[src/sv/kdre_pkg.sv]
`timescale 1ns / 1ps
`default_nettype none
// ----------------------------------------------------------------------------
// Key debouncer package
// Shared types and constants for the key debouncer with release events.
// ----------------------------------------------------------------------------
package kdre_pkg;

   localparam int unsigned LevelBits = 8;
   localparam int unsigned KeyBits   = 4;

   typedef logic [LevelBits-1:0] levels_type;
   typedef logic [KeyBits-1:0]   key_type;
   typedef logic [7:0]           count_type;

   typedef enum logic [1:0] {
      KIND_TICK = 2'd0,
      KIND_READ = 2'd1,
      KIND_INIT = 2'd2
   } kind_type;

   typedef enum logic [1:0] {
      CSR_PRESCALE  = 2'd0,
      CSR_DEBOUNCE  = 2'd1,
      CSR_KEY_COUNT = 2'd2
   } csr_index_type;

   localparam count_type ResetPrescale = 8'd20;
   localparam count_type ResetDebounce = 8'd3;
   localparam key_type   ResetKeyCount = 4'd0;

   typedef struct packed {
      key_type event_value;
      key_type latest_key;
      key_type stable_key;
      logic    event_pending;
   } result_type;

endpackage : kdre_pkg
`default_nettype wire

[src/sv/kdre_encode.sv]
`timescale 1ns / 1ps
`default_nettype none
// ----------------------------------------------------------------------------
// Key priority encoder
// Returns the number (position + 1) of the lowest enabled pressed key, or 0.
// ----------------------------------------------------------------------------
module kdre_encode (
   input  kdre_pkg::levels_type levels,
   input  kdre_pkg::key_type    enabled_keys,
   output kdre_pkg::key_type    key_number
);
   import kdre_pkg::*;

   always_comb begin
      key_number = '0;
      // Scan from the top so that the lowest pressed position wins.
      for (int i = LevelBits - 1; i >= 0; i--) begin
         if ((KeyBits'(i) < enabled_keys) && !levels[i]) begin
            key_number = KeyBits'(i + 1);
         end
      end
   end

endmodule : kdre_encode
`default_nettype wire

[src/sv/key_debounce_release_event.sv]
`timescale 1ns / 1ps
`default_nettype none
// ----------------------------------------------------------------------------
// Multi-key debouncer with release events
// Samples active-low key levels, debounces them and latches key releases.
// ----------------------------------------------------------------------------
// Usage:
// Items arrive on the req_ channel (req_kind, req_key_levels): a tick carries a
// key sample, a read collects the pending release event, an init loads the
// debounce state from the sample. Every item yields exactly one result on the
// rsp_ channel with the event value and the status after the item.
// A transfer occurs on a rising edge with valid high and stall low.
// The first stage registers the item; the second updates the key state and the
// result register together, so a result is presented from the result register
// after its item has passed through the input register.
// One item is taken every cycle while req_stall is low; the state loop is a
// single small update. When the receiver stalls, the result register holds,
// the input register fills and req_stall rises until the result is taken.
// The csr_ port writes prescale_period, debounce_count and key_count; it is
// always ready and should only be used while the block is idle.
// Synchronous reset empties both stages and restores register defaults.
// ----------------------------------------------------------------------------
module key_debounce_release_event #(
   parameter int unsigned MAX_KEYS = 8
) (
   input  wire                       clock,
   input  wire                       reset,
   input  wire                       req_valid,
   output logic                      req_stall,
   input  wire  [1:0]                req_kind,
   input  kdre_pkg::levels_type      req_key_levels,
   output logic                      rsp_valid,
   input  wire                       rsp_stall,
   output kdre_pkg::key_type         rsp_event_value,
   output kdre_pkg::key_type         rsp_latest_key,
   output kdre_pkg::key_type         rsp_stable_key,
   output logic                      rsp_event_pending,
   input  wire                       csr_valid,
   output logic                      csr_ready,
   input  wire  [1:0]                csr_index,
   input  wire  [7:0]                csr_data
);
   import kdre_pkg::*;

   localparam int unsigned KeyLimitInt = (MAX_KEYS < LevelBits) ? MAX_KEYS : LevelBits;
   localparam key_type     KeyLimit    = KeyBits'(KeyLimitInt);

   // Configuration registers.
   count_type prescale_ff, debounce_ff;
   key_type   key_count_ff;

   // Input stage.
   logic       in_valid_ff;
   logic [1:0] in_kind_ff;
   levels_type in_levels_ff;

   // Debounce state.
   count_type tick_ff, tick_in;
   key_type   last_raw_ff, last_raw_in;
   key_type   stable_ff, stable_in;
   count_type equal_ff, equal_in;
   key_type   pending_ff, pending_in;
   key_type   latest_ff, latest_in;

   // Result stage.
   logic       out_valid_ff;
   result_type result_ff, result_in;

   logic      advance;
   key_type   enabled_keys;
   key_type   raw_key;
   count_type tick_next;
   key_type   event_key;

   assign csr_ready = 1'b1;

   always_ff @(posedge clock) begin
      if (reset) begin
         prescale_ff  <= ResetPrescale;
         debounce_ff  <= ResetDebounce;
         key_count_ff <= ResetKeyCount;
      end else if (csr_valid) begin
         unique case (csr_index)
            CSR_PRESCALE:  prescale_ff  <= csr_data;
            CSR_DEBOUNCE:  debounce_ff  <= csr_data;
            CSR_KEY_COUNT: key_count_ff <= csr_data[KeyBits-1:0];
            default:       ;
         endcase
      end
   end

   // The input register moves on whenever the result register is free or drains.
   assign advance   = in_valid_ff && (!out_valid_ff || !rsp_stall);
   assign req_stall = in_valid_ff && !advance;

   always_ff @(posedge clock) begin
      if (reset) begin
         in_valid_ff <= 1'b0;
      end else if (!req_stall) begin
         in_valid_ff <= req_valid;
      end
   end

   always_ff @(posedge clock) begin
      if (req_valid && !req_stall) begin
         in_kind_ff   <= req_kind;
         in_levels_ff <= req_key_levels;
      end
   end

   assign enabled_keys = (key_count_ff < KeyLimit) ? key_count_ff : KeyLimit;

   kdre_encode u_encode (
      .levels       (in_levels_ff),
      .enabled_keys (enabled_keys),
      .key_number   (raw_key)
   );

   assign tick_next = tick_ff + 8'd1;

   always_comb begin
      tick_in     = tick_ff;
      last_raw_in = last_raw_ff;
      stable_in   = stable_ff;
      equal_in    = equal_ff;
      pending_in  = pending_ff;
      latest_in   = latest_ff;
      event_key   = '0;
      unique case (in_kind_ff)
         KIND_TICK: begin
            if (tick_next < prescale_ff) begin
               tick_in = tick_next;
            end else begin
               tick_in = '0;
               if (raw_key == last_raw_ff) begin
                  if (equal_ff < debounce_ff) begin
                     equal_in = equal_ff + 8'd1;
                  end
               end else begin
                  last_raw_in = raw_key;
                  equal_in    = 8'd1;
               end
               if ((equal_in >= debounce_ff) && (last_raw_in != stable_ff)) begin
                  stable_in = last_raw_in;
                  // A change from a pressed key to none is a release.
                  if ((last_raw_in == '0) && (stable_ff != '0)) begin
                     pending_in = stable_ff;
                  end
               end
            end
         end
         KIND_READ: begin
            event_key  = pending_ff;
            pending_in = '0;
            if (pending_ff != '0) begin
               latest_in = pending_ff;
            end
         end
         KIND_INIT: begin
            pending_in  = '0;
            latest_in   = '0;
            last_raw_in = raw_key;
            stable_in   = raw_key;
            equal_in    = debounce_ff;
            tick_in     = '0;
         end
         default: ;
      endcase
   end

   always_ff @(posedge clock) begin
      if (reset) begin
         tick_ff     <= '0;
         last_raw_ff <= '0;
         stable_ff   <= '0;
         equal_ff    <= ResetDebounce;
         pending_ff  <= '0;
         latest_ff   <= '0;
      end else if (advance) begin
         tick_ff     <= tick_in;
         last_raw_ff <= last_raw_in;
         stable_ff   <= stable_in;
         equal_ff    <= equal_in;
         pending_ff  <= pending_in;
         latest_ff   <= latest_in;
      end
   end

   always_comb begin
      result_in.event_value   = event_key;
      result_in.latest_key    = latest_in;
      result_in.stable_key    = stable_in;
      result_in.event_pending = (pending_in != '0);
   end

   always_ff @(posedge clock) begin
      if (reset) begin
         out_valid_ff <= 1'b0;
      end else if (advance) begin
         out_valid_ff <= 1'b1;
      end else if (!rsp_stall) begin
         out_valid_ff <= 1'b0;
      end
   end

   always_ff @(posedge clock) begin
      if (advance) begin
         result_ff <= result_in;
      end
   end

   assign rsp_valid         = out_valid_ff;
   assign rsp_event_value   = result_ff.event_value;
   assign rsp_latest_key    = result_ff.latest_key;
   assign rsp_stable_key    = result_ff.stable_key;
   assign rsp_event_pending = result_ff.event_pending;

endmodule : key_debounce_release_event
`default_nettype wire

[config.mk]
export PLATFORM = sky130hd
export DESIGN_NAME = key_debounce_release_event
export DESIGN_NICKNAME = d
export VERILOG_FILES = /design/src/sv/kdre_pkg.sv /design/src/sv/kdre_encode.sv /design/src/sv/key_debounce_release_event.sv
export SDC_FILE = /design/constraint.sdc
export NUM_CORES = 1
export LEC_CHECK = 0
export BUFFER_PORTS_ARGS = -buffer_cell sky130_fd_sc_hd__clkbuf_2
export CORE_ASPECT_RATIO = 1.5
export CORE_MARGIN = 8
export CORE_UTILIZATION = 54
export DETAILED_ROUTE_END_ITERATION = 12
export GPL_ROUTABILITY_DRIVEN = 0
export PLACE_DENSITY_LB_ADDON = 0.25
export SYNTH_ARGS = -nofsm -noshare
export SYNTH_HDL_FRONTEND = slang
export SYNTH_SLANG_ARGS = --single-unit
export TNS_END_PERCENT = 30
[constraint.sdc]
create_clock -name clock -period 3.7 [get_ports clock]
set_clock_uncertainty 0.1 [all_clocks]
set_input_delay 0.185 -clock clock [delete_from_list [all_inputs] [get_ports clock]]
set_output_delay 0.185 -clock clock [all_outputs]
set_load 0.1 [all_outputs]
==> impl_metrics.json, run 1 <==
{
  "status": "finished, violations left",
  "violations": "negative setup slack",
  "final_cells": 668,
  "rows": 39,
  "grt_pass1_vias": 4083,
  "yosys_warnings": 0,
  "htree_num_levels": 3,
  "drive_gt1_share_pct": 26.3,
  "overflow": 0,
  "yosys.area.top_type": "dfxtp_1",
  "synth_fa_ha_area_share_pct": 8.28,
  "slowest_stage": "a2111o_1",
  "wl_um": 10800,
  "synth_edf_count": 23,
  "use_met1_pct": 20.6,
  "worst_setup_path_start_kind": "flop",
  "place_area_um2": 4890,
  "syn-cell-area_um2": 4230,
  "drt_pass1_iterations": 5,
  "ios": 41,
  "cp_data_required_time_ns": 3.67,
  "clkTransAtPathRegs_ns": 0.06,
  "clockPowerShare_pct": 39.2,
  "intPower_mw": 1.56,
  "fp.dieH_um": 124,
  "synth-seq-cells": 77,
  "globalRouteMet2Util_pct": 36.6,
  "nets": 614,
  "grt_use_met3_pct": 4.82,
  "drc": 0,
  "synth_top_area_share_pct": 25.5,
  "worstPathArrival_ns": 3.77,
  "dpl.hpwl_um": 7760,
  "leakage_nw": 2.34,
  "wl_per_cell_um": 16.1,
  "synth.area.top_cells": "dfxtp_1 (26%), edfxtp_1 (16%), ha_1 (8.3%), nand2_1 (4.6%), a21oi_1 (4.0%)",
  "synth_xor_area_share_pct": 3.52,
  "root_buffer": "clkbuf_16",
  "power.density_nw_per_um2": 394,
  "maxCapViolations": 0,
  "ys_types": 66,
  "track_usage_pct": 20.5,
  "hold_slack_ns": 0.00643,
  "final.setup.worst_slack_ns": -0.0993,
  "p_switching_mw": 0.590,
  "finalCriticalPeriod_ns": 3.80,
  "drtIter0Drc": 275,
  "finalCritPeriodShare_pct": 103,
  "syn_nets": 520,
  "grt_setup_unrepaired": "true",
  "muxShareOfSynthArea_pct": 3.34,
  "fmax_mhz": 263,
  "cts_tree": "yes",
  "yosys.area_share.simple_pct": 18.2,
  "num_antenna_cells": 0,
  "setup_violations": 9,
  "final_util_pct": 71.8,
  "final_hold_viol_count": 0,
  "finalInstanceArea_um2": 5470,
  "vias": 3923,
  "slew-limit-headroom_pct": 35.3,
  "busiest_layer": "met2",
  "synthCells": 467,
  "synthArstFlopShare_pct": 0,
  "cts_sinks": 77,
  "synth-main-ff-cell": "dfxtp_1",
  "cp-end-kind": "flop",
  "cp_cell_sequence": "buf_4 -> a221oi_4 -> nor4b_4 -> xor2_1 -> a2111o_1 -> or2_4 -> nor2_4 -> ha_4 -> a2111o_1 -> a31oi_1 -> o21a_2 -> nor2_4 -> and3_1 -> mux2i_1 -> nand4_1",
  "worst_ir_drop_vdd_mv": 0.327,
  "synth_top_family_by_area": "compound AO/OA/AOI/OAI gates",
  "synth_area_per_cell_um2": 9.06,
  "synth_compound_area_share_pct": 20.2,
  "hp-class": "primary input to flop",
  "path_max_fanout": 6,
  "worst-slew-pin-transition_ns": 0.965,
  "die_w_um": 88.3,
  "power_frac_comb_pct": 18.5,
  "io_buffers": 39,
  "grt_max_degree": 42,
  "die_area_um2": 11000,
  "path_class": "flop to flop",
  "initial_core_util_pct": 55.6,
  "seq_power_share_pct": 42.3,
  "max_stage_delay_ns": 0.42,
  "cts_buffer_depth": 2,
  "grt_pass1_wl_um": 18000,
  "detail-route-antenna-nets": 0,
  "r2r_setup_slack_ns": -0.1,
  "coreArea_um2": 7610,
  "antenna_found_initial": 0,
  "maxSlewViolCount": 0,
  "clock_latency_ns": 0.34,
  "yosysSeqAreaShare_pct": 41.9,
  "vias_per_cell": 5.87,
  "placedCellCount": 636,
  "cts_buffers": 9,
  "switching_share_pct": 27.4,
  "syn2layout_area_growth_pct": 29.1
}
==> synthesized netlist by cell type, drive strengths merged (3+ instances only) <==
cell type   n
nand2      52
o211a       3
nor4        5
dfxtp      54
nor2b       5
nand2b      5
inv        26
nand3b      4
o31ai       3
and2        8
o21a        4
a32oi       3
nand3       6
a21oi      34
ha         28
nor3        9
nor2       47
mux2i      13
clkbuf     14
a32o       11
a31oi       6
nand4       5
xor2        9
a21o        4
xnor2       8
o211ai      3
o21ai      19
or2         3
buf         5
a22oi       8
and3        5
edfxtp     23
==> placed cells by master (no fill, tap or decap), types with 11 or more instances in the layout <==
master,netlist,layout
buf_4,1,52
dfxtp_1,54,50
nand2_1,52,49
nor2_1,45,41
clkbuf_2,0,39
a21oi_1,34,33
inv_1,26,26
ha_1,28,26
edfxtp_1,23,23
o21ai_0,17,14
mux2i_1,13,13
dlygate4sd3_1,0,11
==> metal layers <==
metal | wire, um | up-vias
met5 | 0 | -
met2 | 5710 | 158
met4 | 387 | 0
met1 | 3990 | 1852
met3 | 665 | 41
li1 | - | 1872
==> metrics by stage <==
step	setup WS, ns	TNS (ns)	power, mW
2_1_floorplan	-0.0289	-0.241	1.17
3_3_place_gp	-0.0885	-0.722	1.27
3_5_place_dp	-0.211	-2.43	1.28
4_1_cts	-0.125	-0.895	2.14
5_1_grt	-0.284	-2.40	2.23
6_report	-0.0993	-0.380	2.15
==> registers in the layout (all words and copies together) (netlist names), 2 cells and up <==
| name | count |
|---|---|
| debounce_ff | 8 |
| equal_ff | 8 |
| rsp_latest_key | 4 |
| latest_ff | 4 |
| in_levels_ff | 8 |
| rsp_event_value | 4 |
| prescale_ff | 8 |
| tick_ff | 8 |
| stable_ff | 4 |
| key_count_ff | 4 |
| in_kind_ff | 2 |
| rsp_stable_key | 4 |
| last_raw_ff | 4 |
| pending_ff | 4 |
==> final timing paths <==
kind	to	from	cells past startpoint
min	prescale_ff[7]$_SDFFE_PP0P_	csr_data[7]	3
min reg2reg	latest_ff[2]$_SDFFE_PP0P_	latest_ff[2]$_SDFFE_PP0P_	2
max reg2reg	rsp_stable_key[0]$_DFFE_PP_	in_levels_ff[3]$_DFFE_PP_	15
max	rsp_stable_key[0]$_DFFE_PP_	in_levels_ff[3]$_DFFE_PP_	15
==> repair_timing <==
action                                  CTS  global route
hold endpoints to repair                 11             0
pin swaps                                14             8
endpoints found under the setup margin   13            13
hold buffers                             11             0
setup buffers                             3             2
gates resized for setup                  14            16
==> critical path: cells and delay by family (launching register included) <==
kind	cells	cell delay [ns]
AOI/OAI and AO/OA	5	1.52
xor gates and xnor gates	1	0.15
adders and majority gates	1	0.20
buffers and inverters	1	0.16
DFF	1	0.39
muxes	1	0.16
and+or+nand+nor	6	0.83
==> power by group through the flow <==
| stage | clock, mW | sequential, mW | combinational, mW |
|---|---|---|---|
| 2_1_floorplan | 0 | 0.968 | 0.205 |
| 3_3_place_gp | 0 | 0.926 | 0.342 |
| 3_5_place_dp | 0 | 0.927 | 0.349 |
| 4_1_cts | 0.854 | 0.909 | 0.382 |
| 5_1_grt | 0.887 | 0.912 | 0.431 |
| 6_report | 0.843 | 0.910 | 0.399 |
==> logic make-up (layout without fill, tap and decap cells) <==
| logic type | Yosys count | in the layout |
|---|---|---|
| buf+inv | 47 | 146 |
| simple gates | 161 | 161 |
| compound gates | 122 | 122 |
| fa+ha+maj | 28 | 28 |
| flops | 77 | 77 |
| other cells | 1 | 1 |
| mux | 14 | 14 |
| xor+xnor | 17 | 17 |
==> final cells by class <==
cell class	count	area (um^2)
clock inverter	3	17.5
fill	562	2150
clock buffer	13	272
multi-input combinational	343	2470
inverter	28	105
timing repair buffer	102	696
sequential	77	1780
tap	102	128
Note: power is estimated with default switching activity, not from simulation.
==> inputs of run 2 (changes only) <==
CAP_MARGIN = 30   (was unset)
CORE_UTILIZATION = 60   (was 54)
SKIP_LAST_GASP = 1   (was unset)
clock period = 4.8 ns   (was 3.7 ns; I/O delays follow)
==> run 2 against run 1 <==
Effect of this change:
- routed wire length shrank 8.4%
- critical path depth is the same
- clock-buffer cell count shrank 2
- critical path type unchanged
- flip-flop and latch count is the same
- hold slack lost 0.0039 ns
- register-to-register slack gained 0.51 ns
- largest cell class unchanged
- utilization shrank 1.8 points
- setup slack gained 0.51 ns
- critical endpoint is now pending_ff[1]$_SDFFE_PP0P_
- sequential power shrank 23%
- the run now ends clean
- maximum frequency shrank 14%
- total power shrank 32%
==> impl_metrics.json, run 2 (synthesis results as in run 1) <==
{
  "wl_um": 9850,
  "rows": 37,
  "antenna_found_initial": 0,
  "use_met1_pct": 21.5,
  "path_max_fanout": 9,
  "hold_slack_ns": 0.00253,
  "finalInstanceArea_um2": 4790,
  "die_area_um2": 10100,
  "cts_buffers": 9,
  "hp-class": "primary input to flop",
  "finalCritPeriodShare_pct": 91.5,
  "overflow": 0,
  "intPower_mw": 1.06,
  "regToRegStartpoint": "key_count_ff[3]$_SDFFE_PP0P_",
  "worst_setup_path_start_kind": "flop",
  "busiest_layer": "met2",
  "cp-end-kind": "flop",
  "worst_ir_drop_vdd_mv": 0.256,
  "num_antenna_cells": 0,
  "vias_per_cell": 6.08,
  "cts_setup_buffers": 0,
  "finalCriticalPeriod_ns": 4.39,
  "startpoint": "key_count_ff[3]$_SDFFE_PP0P_",
  "final_cells": 597,
  "cts-resized-gates": 0,
  "clock_latency_ns": 0.36,
  "htree_num_levels": 3,
  "die_w_um": 84.6,
  "cts_sinks": 77,
  "critPathCapture": "pending_ff[1]$_SDFFE_PP0P_",
  "p_switching_mw": 0.410,
  "cts_tree": "yes",
  "place_area_um2": 4490,
  "slew-limit-headroom_pct": 34.9,
  "maxCapViolations": 0,
  "tns_ns": 0,
  "setup_violations": 0,
  "power.density_nw_per_um2": 307,
  "r2r_setup_slack_ns": 0.41,
  "initial_core_util_pct": 61.8,
  "placedCellCount": 571,
  "drt_pass1_iterations": 4,
  "grt_use_met3_pct": 4.20,
  "root_buffer": "clkbuf_8",
  "drtIter0Drc": 342,
  "cts_buffer_depth": 2,
  "detail-route-antenna-nets": 0,
  "syn2layout_area_growth_pct": 13.2,
  "reg2reg_to": "pending_ff[1]$_SDFFE_PP0P_",
  "grt_setup_unrepaired": "false",
  "maxSlewViolCount": 0,
  "final_hold_viol_count": 0,
  "final_common_cell": "dfxtp_1",
  "ios": 41,
  "dpl.hpwl_um": 7150,
  "grt_pass1_vias": 3642,
  "path_class": "flop to flop",
  "coreArea_um2": 6850,
  "place_worst_setup_slack_ns": 0.520,
  "mostFrequentLayoutCells": "dfxtp_1 (54), nand2_1 (52), nor2_1 (45)",
  "fp.dieH_um": 119,
  "seq_power_share_pct": 47.7,
  "status": "finished clean",
  "drive_gt1_share_pct": 13.9,
  "vias": 3627,
  "fmax_mhz": 228,
  "globalRouteMet2Util_pct": 36.1,
  "drc": 0,
  "power_frac_comb_pct": 16.8,
  "switching_share_pct": 27.9,
  "cp_data_required_time_ns": 4.99,
  "nets": 567,
  "clkTransAtPathRegs_ns": 0.08,
  "worst-slew-pin-transition_ns": 0.974,
  "grt_pass1_wl_um": 16700,
  "wl_per_cell_um": 16.5,
  "track_usage_pct": 20.3,
  "clockPowerShare_pct": 35.5,
  "grt_max_degree": 43,
  "worstPathArrival_ns": 4.58,
  "rr_worst_depth": 15,
  "io_buffers": 39,
  "leakage_nw": 2.01,
  "final.setup.worst_slack_ns": 0.408
}
[run 2: changes by cell type in the layout (fill, tap and decap cells not counted), moves of 3 or more]
cell	change
nand2_1	+3
nor3_1	+3
clkbuf_8	+8
o21ai_0	+3
buf_4	-46
nor2_4	-4
nand2_2	-3
dfxtp_1	+4
nor2_1	+4
clkbuf_16	-10
dfxtp_2	-4
[run 2: through the flow]
| stage | util [%] | power, mW |
|---|---|---|
| floorplan | - | 0.893 |
| global placement | 65.5 | 0.947 |
| detailed placement | 65.5 | 0.954 |
| CTS | 70.0 | 1.47 |
| global route | 70.0 | 1.53 |
| finish | 70.0 | 1.47 |
[run 2: layout make-up]
cell class                      count  area [um^2]
Multi-Input combinational cell    343         2270
Fill cell                         525         2060
Sequential cell                    77         1770
Timing Repair Buffer               55          340
Clock buffer                       11          131
Inverter                           28          105
Tap cell                           78         97.6
Clock inverter                      5         75.1
[run 2: what timing repair did]
item	CTS	global route
hold endpoints to repair	10	0
endpoints found under the setup margin	0	0
hold buffers	10	0
[run 2: power groups by stage]
stage,logic (mW),registers [mW],clock network [mW]
floorplan,0.148,0.745,0
global placement,0.231,0.716,0
detailed placement,0.237,0.717,0
CTS,0.246,0.702,0.523
global route,0.271,0.705,0.556
finish,0.248,0.702,0.523
[run 2: routing by layer]
metal	vias up	share of wire, %
li1	1787	-
met1	1687	39
met2	119	52
met3	34	5.3
met4	0	3.9
met5	-	0
[run 2: worst min-delay path by stage]
stage                      startpoint                        end  depth (start not counted)
global route                req_valid   in_valid_ff$_SDFFE_PP0N_                          2
CTS                         req_valid   in_valid_ff$_SDFFE_PP0N_                          2
floorplan                 req_kind[0]    in_kind_ff[0]$_DFFE_PP_                          0
global placement    req_key_levels[7]  in_levels_ff[7]$_DFFE_PP_                          1
finish                      req_valid   in_valid_ff$_SDFFE_PP0N_                          2
detailed placement  req_key_levels[7]  in_levels_ff[7]$_DFFE_PP_                          1
[run 2: worst max-delay path: stages (launching register included)]
cell      delay [ns]
dfxtp_1         0.38
or3_1           0.42
a221oi_1        0.32
a32o_1          0.22
xor2_1          0.07
a2111o_1        0.39
or2_1           0.35
nor2_1          0.15
ha_1            0.27
a2111o_1        0.42
a31oi_1         0.18
o21a_1          0.22
or2_2           0.18
nor3_1          0.08
o21ai_0         0.37
a32o_1          0.23
==> inputs of run 3 (changes only) <==
CORE_UTILIZATION = 59   (was 60)
==> run 3 against run 2 <==
Effect of this change:
- first-iteration DRC count fell by 19%
- maximum frequency down 0.55%
- total power shrank 6.5%
- sequential power hardly changed
==> impl_metrics.json, run 3 (synthesis results as in run 1) <==
{
  "status": "finished clean",
  "wl_um": 9720,
  "htree_num_levels": 3,
  "p_switching_mw": 0.408,
  "root_buffer": "clkbuf_8",
  "rows": 38,
  "globalRouteMet2Util_pct": 33.9,
  "seq_power_share_pct": 50.9,
  "antenna_found_initial": 0,
  "finalCriticalPeriod_ns": 4.42,
  "path_class": "flop to flop",
  "grt_max_degree": 43,
  "wl_per_cell_um": 16.3,
  "clock_latency_ns": 0.35,
  "grt_pass1_wl_um": 16300,
  "setup_violations": 0,
  "use_met1_pct": 21.3,
  "ios": 41,
  "place_worst_setup_slack_ns": 0.468,
  "slew-limit-headroom_pct": 34.4,
  "worst_setup_path_start_kind": "flop",
  "intPower_mw": 0.970,
  "cts_buffers": 9,
  "nets": 566,
  "initial_core_util_pct": 59.7,
  "hp-class": "primary input to flop",
  "switching_share_pct": 29.6,
  "drt_pass1_iterations": 5,
  "power_frac_comb_pct": 17.9,
  "dpl.hpwl_um": 7090,
  "final.setup.worst_slack_ns": 0.383,
  "cts_tree": "yes",
  "hold_slack_ns": 0.0217,
  "clockPowerShare_pct": 31.2,
  "worstPathArrival_ns": 4.61,
  "track_usage_pct": 19.5,
  "overflow": 0,
  "drc": 0,
  "final_common_cell": "dfxtp_1",
  "mostFrequentLayoutCells": "dfxtp_1 (54), nand2_1 (52), nor2_1 (45)",
  "whs_path_depth": 2,
  "die_w_um": 85.2,
  "grt_setup_unrepaired": "false",
  "path_max_fanout": 9,
  "vias_per_cell": 6.04,
  "final_util_pct": 67.1,
  "die_area_um2": 10200,
  "io_buffers": 39,
  "maxSlewViolCount": 0,
  "maxCapViolations": 0,
  "n_fill_cell": 565,
  "power.density_nw_per_um2": 290,
  "cts_sinks": 77,
  "worst-slew-pin-transition_ns": 0.982,
  "drive_gt1_share_pct": 14.1,
  "num_antenna_cells": 0,
  "vias": 3614,
  "cp-end-kind": "flop",
  "drtIter0Drc": 278,
  "finalCritPeriodShare_pct": 92.0,
  "fp.dieH_um": 120,
  "busiest_layer": "met2",
  "grt_use_met3_pct": 4.24,
  "cp_data_required_time_ns": 5.00,
  "coreArea_um2": 7080,
  "detail-route-antenna-nets": 0,
  "final_hold_viol_count": 0,
  "fmax_mhz": 226,
  "leakage_nw": 2.00,
  "cts_setup_buffers": 0,
  "syn2layout_area_growth_pct": 12.2,
  "clkTransAtPathRegs_ns": 0.08,
  "rr_worst_depth": 15,
  "tns_ns": 0,
  "cts_buffer_depth": 2,
  "grt_pass1_vias": 3541,
  "worst_ir_drop_vdd_mv": 0.254
}
## run 3: power by group through the flow
stage | logic [mW] | clock network, mW | registers [mW]
finish | 0.246 | 0.430 | 0.702
global placement | 0.231 | 0 | 0.716
detailed placement | 0.236 | 0 | 0.717
global route | 0.268 | 0.462 | 0.705
CTS | 0.243 | 0.438 | 0.702
floorplan | 0.148 | 0 | 0.745
## run 3: final cells by class
type	instances	area, um^2	share of cell area [%]
timing repair buffer	54	333	7.01
clock inverter	5	26.3	0.553
tap	80	100	2.11
multi-input combinational	343	2270	47.9
clock buffer	11	141	2.98
inverter	28	105	2.21
sequential	77	1770	37.3
## run 3: path summary, 6_finish.rpt
check	end	slack, ns	from
max	pending_ff[0]$_SDFFE_PP0P_	0.38	key_count_ff[3]$_SDFFE_PP0P_
min	in_valid_ff$_SDFFE_PP0N_	0.02	req_valid
max reg2reg	pending_ff[0]$_SDFFE_PP0P_	0.38	key_count_ff[3]$_SDFFE_PP0P_
min reg2reg	latest_ff[2]$_SDFFE_PP0P_	0.36	latest_ff[2]$_SDFFE_PP0P_
## run 3: per-stage QoR
stage | instances | power [mW] | instance area (um^2)
floorplan | 467 | 0.893 | 4230
global placement | 572 | 0.947 | 4480
detailed placement | 572 | 0.953 | 4480
CTS | 598 | 1.38 | 4750
global route | 598 | 1.43 | 4750
finish | 598 | 1.38 | 4750
## run 3: per-layer routing
metal | share of wire (%) | up-vias
met5 | 0 | -
met4 | 3.5 | 0
met3 | 4.7 | 25
li1 | - | 1776
met1 | 41 | 1698
met2 | 51 | 115
## run 3: worst max-delay path: stages, from the launching register on
cell,delay (ns)
dfxtp_1,0.38
or3_1,0.41
a221oi_1,0.30
a32o_1,0.21
xor2_1,0.07
a2111o_1,0.39
or2_1,0.35
nor2_1,0.16
ha_1,0.27
a2111o_1,0.43
a31oi_1,0.18
o21a_1,0.22
or2_2,0.18
nor3_1,0.08
o21ai_0,0.39
a32o_1,0.24
## run 3: repair_timing
action,CTS,global route
hold endpoints to repair,10,0
hold buffers,10,0
gates resized for setup,0,1
setup endpoints to repair,0,4
